### config.mk
export PLATFORM = sky130hd
export DESIGN_NAME = line_follow_pid_steering
export DESIGN_NICKNAME = d
export VERILOG_FILES = /design/src/rtl/core/lfps_pkg.sv /design/src/rtl/core/line_follow_pid_steering.sv
export SDC_FILE = /design/constraint.sdc
export NUM_CORES = 1
export LEC_CHECK = 0
export CAP_MARGIN = 20
export CORE_ASPECT_RATIO = 1.75
export CORE_MARGIN = 4
export CORE_UTILIZATION = 52
export CTS_CLUSTER_SIZE = 28
export DETAILED_ROUTE_END_ITERATION = 8
export DONT_BUFFER_PORTS = 1
export PLACE_DENSITY_LB_ADDON = 0.08
export SLEW_MARGIN = 20
export SYNTH_ARGS = -nofsm -noshare
export SYNTH_HDL_FRONTEND = slang
export SYNTH_SLANG_ARGS = --single-unit
### constraint.sdc
create_clock -name clk -period 10.2 [get_ports clk]
set_clock_uncertainty 0.05 [all_clocks]
set_input_delay 2.04 -clock clk [delete_from_list [all_inputs] [get_ports clk]]
set_output_delay 2.04 -clock clk [all_outputs]
set_load 0.1 [all_outputs]
### src/rtl/core/lfps_pkg.sv
`timescale 1ns / 1ps
package lfps_pkg;

	localparam int HISTORY_DEPTH = 16;
	localparam int SENSOR_COUNT  = 8;

	localparam int IDX_W   = $clog2(HISTORY_DEPTH);
	localparam int CNT_W   = $clog2(HISTORY_DEPTH + 1);
	localparam int DIR_W   = 7;
	localparam int ACC_W   = DIR_W + CNT_W;
	localparam int GAIN_W  = 4;
	localparam int GSUM_W  = GAIN_W + 2;
	localparam int PROD_W  = GAIN_W + 1 + DIR_W;
	localparam int MAC_W   = PROD_W + 2;
	localparam int MAG_W   = ((ACC_W > MAC_W) ? ACC_W : MAC_W) - 1;
	localparam int SN_W    = MAG_W + 1;
	localparam int DIV_W   = (CNT_W > GSUM_W) ? CNT_W : GSUM_W;
	localparam int DSTEP_W = $clog2(MAG_W);
	localparam int SPEED_W = 8;
	localparam int CLAMP_W = 6;
	localparam int SPX_W   = 10;

	localparam int SUM_LIMIT  = 16;
	localparam int BASE_SPEED = 100;
	localparam int SPEED_STEP = 5;

	localparam int CFG_IDX_W = 2;
	localparam logic [CFG_IDX_W-1:0] REG_COMMIT_INTERVAL = 2'd0;
	localparam logic [CFG_IDX_W-1:0] REG_GAIN_P          = 2'd1;
	localparam logic [CFG_IDX_W-1:0] REG_GAIN_D          = 2'd2;
	localparam logic [CFG_IDX_W-1:0] REG_GAIN_I          = 2'd3;

	localparam logic [GAIN_W-1:0] COMMIT_INTERVAL_RST = 4'd5;
	localparam logic [GAIN_W-1:0] GAIN_P_RST          = 4'd8;
	localparam logic [GAIN_W-1:0] GAIN_D_RST          = 4'd2;
	localparam logic [GAIN_W-1:0] GAIN_I_RST          = 4'd2;

	typedef logic [SENSOR_COUNT-1:0] pattern_t;
	typedef logic signed [DIR_W-1:0] dir_t;

	localparam logic signed [DIR_W-1:0] BIT_WEIGHT [SENSOR_COUNT] = '{
		-7'sd16, -7'sd14, -7'sd12, 7'sd4, 7'sd4, 7'sd12, 7'sd14, 7'sd16
	};

	function automatic dir_t pattern_dir(input pattern_t pat);
		dir_t acc;
		acc = '0;
		for (int b = 0; b < SENSOR_COUNT; b++) begin
			if (pat[b]) begin
				acc = acc + BIT_WEIGHT[b];
			end
		end
		return acc;
	endfunction

endpackage

### src/rtl/core/line_follow_pid_steering.sv
`timescale 1ns / 1ps
// a committing word runs a 16-slot history walk, two 13-step restoring divides on one
// shared divider and a multiply-accumulate of the P, D and I terms before its result,
// and the second divide is skipped when the gain total is zero
// throughput: one word per cycle when it does not commit; a committing word holds
// in_stall until its result is loaded, which waits while the output is stalled
// arst_n clears history valid bits, slot index, reading count, sequencer and output
// valid, and loads the default config (interval 5, gains 8/2/2)
module line_follow_pid_steering (
	input  logic                              clk,
	input  logic                              arst_n,
	input  logic                              in_valid,
	output logic                              in_stall,
	input  logic [lfps_pkg::SENSOR_COUNT-1:0] line_pattern,
	output logic                              out_valid,
	input  logic                              out_stall,
	output logic [lfps_pkg::SPEED_W-1:0]      left_speed,
	output logic [lfps_pkg::SPEED_W-1:0]      right_speed,
	output logic                              line_seen,
	output logic signed [lfps_pkg::DIR_W-1:0] prop_term,
	output logic signed [lfps_pkg::DIR_W-1:0] deriv_term,
	output logic signed [lfps_pkg::DIR_W-1:0] integ_term,
	input  logic                              cfg_valid,
	output logic                              cfg_ready,
	input  logic [lfps_pkg::CFG_IDX_W-1:0]    cfg_index,
	input  logic [lfps_pkg::GAIN_W-1:0]       cfg_data
);
	import lfps_pkg::*;

	localparam logic [2:0] S_IDLE = 3'd0;
	localparam logic [2:0] S_WALK = 3'd1;
	localparam logic [2:0] S_ILD  = 3'd2;
	localparam logic [2:0] S_DIV  = 3'd3;
	localparam logic [2:0] S_MAC  = 3'd4;
	localparam logic [2:0] S_SLD  = 3'd5;
	localparam logic [2:0] S_FIN  = 3'd6;

	localparam logic [IDX_W-1:0]   LAST_IDX  = IDX_W'(HISTORY_DEPTH - 1);
	localparam logic [DSTEP_W-1:0] LAST_STEP = DSTEP_W'(MAG_W - 1);

	logic [2:0]           state_q;
	logic [GAIN_W-1:0]    ci_q, gp_q, gd_q, gi_q;
	logic [GAIN_W-1:0]    rc_q;
	logic [IDX_W-1:0]     slot_q;
	logic [IDX_W-1:0]     k_q;
	logic [HISTORY_DEPTH-1:0] valid_q;
	pattern_t             hist_q [HISTORY_DEPTH];
	logic signed [ACC_W-1:0] acc_q;
	logic [CNT_W-1:0]     cnt_q;
	logic                 seen_q;
	dir_t                 p_q, pd_q, integ_q;
	logic                 cur_empty_q;
	logic [1:0]           mstep_q;
	logic signed [MAC_W-1:0] mac_q;
	logic                 div_sel_q;
	logic                 gzero_q;
	logic [MAG_W-1:0]     quo_q;
	logic [DIV_W-1:0]     rem_q, div_q;
	logic                 neg_q;
	logic [DSTEP_W-1:0]   dstep_q;

	logic                 accept, commit, fin_load;
	logic [GAIN_W-1:0]    rc_inc;
	logic [IDX_W-1:0]     slot_inc, prev_idx;
	pattern_t             rd_pat;
	dir_t                 rd_dir, d_val;
	logic signed [DIR_W:0] diff;
	logic [GSUM_W-1:0]    gsum;
	logic                 div_load;
	logic signed [SN_W-1:0] div_num, num_abs, div_res;
	logic [DIV_W-1:0]     div_den;
	logic [DIV_W:0]       rem_sh, rem_sub;
	logic                 ge;
	logic [GAIN_W-1:0]    mac_gain;
	dir_t                 mac_op;
	logic signed [PROD_W-1:0] prod;
	logic signed [SN_W-1:0] sum_full;
	logic signed [CLAMP_W-1:0] sum_c;
	logic signed [SPX_W-1:0] corr, left_x, right_x;

	assign cfg_ready = 1'b1;
	assign in_stall  = (state_q != S_IDLE);
	assign accept    = in_valid && (state_q == S_IDLE);
	assign rc_inc    = rc_q + 1'b1;
	assign commit    = !(rc_inc < ci_q);
	assign slot_inc  = (slot_q == LAST_IDX) ? '0 : slot_q + 1'b1;
	assign prev_idx  = (slot_q == '0) ? LAST_IDX : slot_q - 1'b1;
	assign rd_pat    = valid_q[k_q] ? hist_q[k_q] : '0;
	assign rd_dir    = pattern_dir(rd_pat);
	assign gsum      = GSUM_W'(gp_q) + GSUM_W'(gd_q) + GSUM_W'(gi_q);

	// half the change, toward zero
	assign diff  = (DIR_W + 1)'(p_q) - (DIR_W + 1)'(pd_q);
	assign d_val = DIR_W'((diff + (DIR_W + 1)'(diff[DIR_W])) >>> 1);

	// shared divider operands
	always_comb begin
		div_load = 1'b0;
		div_num  = SN_W'(acc_q);
		div_den  = DIV_W'(cnt_q);
		if (state_q == S_ILD) begin
			div_load = 1'b1;
		end else if (state_q == S_SLD && gsum != '0) begin
			div_load = 1'b1;
			div_num  = SN_W'(mac_q);
			div_den  = DIV_W'(gsum);
		end
	end
	assign num_abs = div_num[SN_W-1] ? -div_num : div_num;
	assign rem_sh  = {rem_q, quo_q[MAG_W-1]};
	assign ge      = (rem_sh >= {1'b0, div_q});
	assign rem_sub = rem_sh - {1'b0, div_q};
	assign div_res = neg_q ? -SN_W'(quo_q) : SN_W'(quo_q);

	always_comb begin
		case (mstep_q)
			2'd0: begin
				mac_gain = gp_q;
				mac_op   = p_q;
			end
			2'd1: begin
				mac_gain = gd_q;
				mac_op   = d_val;
			end
			default: begin
				mac_gain = gi_q;
				mac_op   = integ_q;
			end
		endcase
	end
	assign prod = $signed({1'b0, mac_gain}) * mac_op;

	// clamp and wheel speeds
	assign sum_full = gzero_q ? '0 : div_res;
	always_comb begin
		if (sum_full > SN_W'(SUM_LIMIT)) begin
			sum_c = CLAMP_W'(SUM_LIMIT);
		end else if (sum_full < -SN_W'(SUM_LIMIT)) begin
			sum_c = -CLAMP_W'(SUM_LIMIT);
		end else begin
			sum_c = CLAMP_W'(sum_full);
		end
	end
	assign corr     = SPX_W'(sum_c) * SPX_W'(SPEED_STEP);
	assign left_x   = SPX_W'(BASE_SPEED) + corr;
	assign right_x  = SPX_W'(BASE_SPEED) - corr;
	assign fin_load = (state_q == S_FIN) && (!out_valid || !out_stall);

	always_ff @(posedge clk or negedge arst_n) begin
		if (!arst_n) begin
			ci_q <= COMMIT_INTERVAL_RST;
			gp_q <= GAIN_P_RST;
			gd_q <= GAIN_D_RST;
			gi_q <= GAIN_I_RST;
		end else if (cfg_valid && cfg_ready) begin
			case (cfg_index)
				REG_COMMIT_INTERVAL: ci_q <= cfg_data;
				REG_GAIN_P:          gp_q <= cfg_data;
				REG_GAIN_D:          gd_q <= cfg_data;
				REG_GAIN_I:          gi_q <= cfg_data;
				default: ;
			endcase
		end
	end

	always_ff @(posedge clk) begin
		if (accept && commit) begin
			hist_q[slot_inc] <= line_pattern;
		end
	end

	always_ff @(posedge clk or negedge arst_n) begin
		if (!arst_n) begin
			state_q   <= S_IDLE;
			rc_q      <= '0;
			slot_q    <= '0;
			valid_q   <= '0;
			k_q       <= '0;
			mstep_q   <= '0;
			dstep_q   <= '0;
			div_sel_q <= 1'b0;
		end else begin
			case (state_q)
				S_IDLE: begin
					if (accept) begin
						if (commit) begin
							rc_q              <= '0;
							slot_q            <= slot_inc;
							valid_q[slot_inc] <= 1'b1;
							k_q               <= '0;
							state_q           <= S_WALK;
						end else begin
							rc_q <= rc_inc;
						end
					end
				end
				S_WALK: begin
					k_q <= k_q + 1'b1;
					if (k_q == LAST_IDX) begin
						state_q <= S_ILD;
					end
				end
				S_ILD: begin
					div_sel_q <= 1'b0;
					dstep_q   <= '0;
					state_q   <= S_DIV;
				end
				S_DIV: begin
					dstep_q <= dstep_q + 1'b1;
					if (dstep_q == LAST_STEP) begin
						mstep_q <= '0;
						state_q <= div_sel_q ? S_FIN : S_MAC;
					end
				end
				S_MAC: begin
					mstep_q <= mstep_q + 1'b1;
					if (mstep_q == 2'd2) begin
						state_q <= S_SLD;
					end
				end
				S_SLD: begin
					div_sel_q <= 1'b1;
					dstep_q   <= '0;
					state_q   <= (gsum == '0) ? S_FIN : S_DIV;
				end
				S_FIN: begin
					if (fin_load) begin
						state_q <= S_IDLE;
					end
				end
				default: state_q <= S_IDLE;
			endcase
		end
	end

	// datapath
	always_ff @(posedge clk) begin
		if (accept && commit) begin
			acc_q       <= '0;
			cnt_q       <= '0;
			seen_q      <= 1'b0;
			cur_empty_q <= (line_pattern == '0);
		end
		if (state_q == S_WALK) begin
			if (valid_q[k_q]) begin
				acc_q <= acc_q + ACC_W'(rd_dir);
				cnt_q <= cnt_q + 1'b1;
			end
			seen_q <= seen_q || (rd_pat != '0);
			if (k_q == slot_q) begin
				p_q <= rd_dir;
			end
			if (k_q == prev_idx) begin
				pd_q <= rd_dir;
			end
		end
		if (state_q == S_ILD) begin
			mac_q <= '0;
		end
		if (state_q == S_MAC) begin
			if (mstep_q == 2'd0) begin
				integ_q <= DIR_W'(div_res);
			end
			mac_q <= mac_q + MAC_W'(prod);
		end
		if (state_q == S_SLD) begin
			gzero_q <= (gsum == '0);
		end
		if (div_load) begin
			neg_q <= div_num[SN_W-1];
			quo_q <= num_abs[MAG_W-1:0];
			rem_q <= '0;
			div_q <= div_den;
		end else if (state_q == S_DIV) begin
			rem_q <= ge ? rem_sub[DIV_W-1:0] : rem_sh[DIV_W-1:0];
			quo_q <= {quo_q[MAG_W-2:0], ge};
		end
	end

	// output word
	always_ff @(posedge clk or negedge arst_n) begin
		if (!arst_n) begin
			out_valid <= 1'b0;
		end else if (fin_load) begin
			out_valid <= 1'b1;
		end else if (!out_stall) begin
			out_valid <= 1'b0;
		end
	end

	always_ff @(posedge clk) begin
		if (fin_load) begin
			left_speed  <= cur_empty_q ? '0 : left_x[SPEED_W-1:0];
			right_speed <= cur_empty_q ? '0 : right_x[SPEED_W-1:0];
			line_seen   <= seen_q;
			prop_term   <= p_q;
			deriv_term  <= d_val;
			integ_term  <= integ_q;
		end
	end

endmodule

==> out/qor.csv <==
metric,value,unit
postRouteAntennaNets,0,
cp.required,10590,ps
cts_tree,built,
fin_cells,1758,
clock_latency,550,ps
drive_gt1_frac,0.105,
met2_length,20600,µm
start_util,0.529,
ys_top_cells_by_count,"edfxtp_1, inv_1, nor2_1",
yosys_warnings,0,
critPathLaunchType,register,
finalNetCount,1501,
ys_ff_latch,298,
syn_avg_cell_area,12.1,µm²
post-route-period-util,0.741,
vias,10000,
die_area,34500,µm²
n_antenna_cell,0,
max_slew.worst_pin.slew,1050,ps
routedLengthMet1,12700,µm
ctsRootBufferMaster,clkbuf_16,
max-cap-violations,0,
cts_inserted_buffers,28,
synth_nets,1503,
area.growth.synth_to_final,8.13,%
r2r_slack,2640,ps
yosysMostFrequentCell,edfxtp_1,
holdBufCountCts,0,
dieHeight,243,µm
synth_area,16400,µm²
max_stage_delay,860,ps
ys.flop_type,edfxtp_1,
slew_viol_final,0,
timing.rr.start,k_q[0],
grt_usage,0.211,
synth-edff-count,221,
holdWs,405,ps
crit_slowest_cell,dfrtp_2,
drc_errors,0,
wl_per_cell,20.2,µm
grt_setup_unrepaired,false,
die_w,142,µm
postCtsSetupRepairBufs,0,
antenna_found_initial,0,
ios,60,
synth_cells,1349,
setup_viol,0,
htreeDepth,1,
layout_min_cycle_time,7560,ps
path_clk_slew,60,ps
nFillCells,2538,
fp-row-count,85,
seq_area_frac_synth,0.517,
yosysTopAreaCell,edfxtp_1,
core-area,30900,µm²
tns,0,ps
drtPass1Iterations,5,
vias_per_cell,5.72,
async_flop_share,0.185,
slew_headroom,0.297,
status,"finished, final reports clean",
drt_iter0_markers,488,
dp_cells,1707,
routed-wl-met3,1080,µm
path_max_fanout,25,
min_from,integ_q[0],
synthDistinctLibCells,79,
grt_overflow,0,
finalWirelength,35500,µm
cts_buffer_depth,3,
hold_viol,0,
startpoint,k_q[0],
grt_pass1_vias,10500,
crit_type,reg2reg,
grt_pass1_wl,57000,µm
port_buffers,0,
highest_layer,met4,
synth_top_area_frac,0.405,
hold_path.class,reg2reg,
grt_max_degree,56,
place_congestion,0.869,
dp_hpwl,27100,µm
cts_resized,0,
worstSetupEndpointType,register,
max_freq,0.132,GHz
clock-sinks,298,
arrival,7950,ps
yosys-top-cells-area,"edfxtp_1, dfrtp_1, ha_1",
[sequential cells by signal (all words and copies together), names as in the netlist, 8 cells and up]
register / count
left_speed: 8
mac_q: 14
acc_q: 12
hist_q: 128
quo_q: 13
valid_q: 16
[per-layer routing]
metal / global-route usage / vias up
met5: 0 / -
met4: 0.0720 / 0
met3: 0.0238 / 62
met2: 0.420 / 209
met1: 0.223 / 4968
li1: - / 4809
[layout make-up]
type,instances,area (µm²),share of cell area
well taps,391,489,0.0276
repair buffers,10,115,0.00650
flip-flops and latches,298,8460,0.478
inverters,123,462,0.0261
clock buffers,35,748,0.0423
multi-input cells,886,7270,0.410
clock inverters,15,161,0.00912
[critical path: cells and delay by family (launching register included)]
family          cells  cell delay (ps)
compound gates      9             1890
xor+xnor            6             1560
fa+ha+maj           3              910
buf+inv             2              550
flops               1              860
mux                 3             1150
simple gates        4              500
[cell usage in the layout, fill, tap and decap left out, types with 14 or more instances in the layout]
| cell type | synthesis | final |
|---|---|---|
| and2_1 | 19 | 19 |
| dfxtp_1 | 22 | 22 |
| nor2_1 | 104 | 104 |
| clkbuf_16 | 0 | 29 |
| o21ai_0 | 71 | 70 |
| dfrtp_1 | 50 | 49 |
| fa_1 | 38 | 38 |
| a22o_1 | 16 | 16 |
| nand3_1 | 22 | 22 |
| edfxtp_1 | 221 | 221 |
| a21oi_1 | 65 | 64 |
| nor3_1 | 24 | 23 |
| xor2_1 | 29 | 29 |
| or2_2 | 20 | 20 |
| o21bai_1 | 14 | 14 |
| mux4_2 | 36 | 36 |
| xnor2_1 | 63 | 63 |
| mux2_2 | 18 | 18 |
| mux2i_1 | 16 | 16 |
| ha_1 | 97 | 97 |
| inv_1 | 123 | 123 |
| nand2_1 | 91 | 91 |
[stage by stage]
stage	setup slack (ps)	instance area, µm²	util
floorplan	3100	16400	-
global placement	2780	16800	0.542
detailed placement	2530	16800	0.542
CTS	2500	17700	0.571
global route	1810	17700	0.572
finish	2640	17700	0.572
[kinds of logic (layout without fill, tap and decap cells)]
kind of cell               count (synthesis)  after routing  share of synthesized area
AOI/OAI and AO/OA                        237            237                     0.0927
xor gates and xnor gates                  94             94                     0.0516
adders and majority gates                135            135                      0.121
buffers and inverters                    165            183                     0.0407
DFF                                      298            298                      0.517
muxes                                     74             74                     0.0774
other                                      2              2                   0.000459
and+or+nand+nor                          344            344                     0.0998
[final timing paths]
kind | endpoint | cells past startpoint
max | acc_q[11] | 27
min | integ_term[0] | 0
max reg2reg | acc_q[11] | 27
max in group asynchronous | ci_q[2] | 0
min reg2reg | integ_term[0] | 0
min in group asynchronous | rc_q[0] | 0
Power is not shown: default switching activity piles up to over one toggle a cycle in this logic, so the estimate is an artifact.
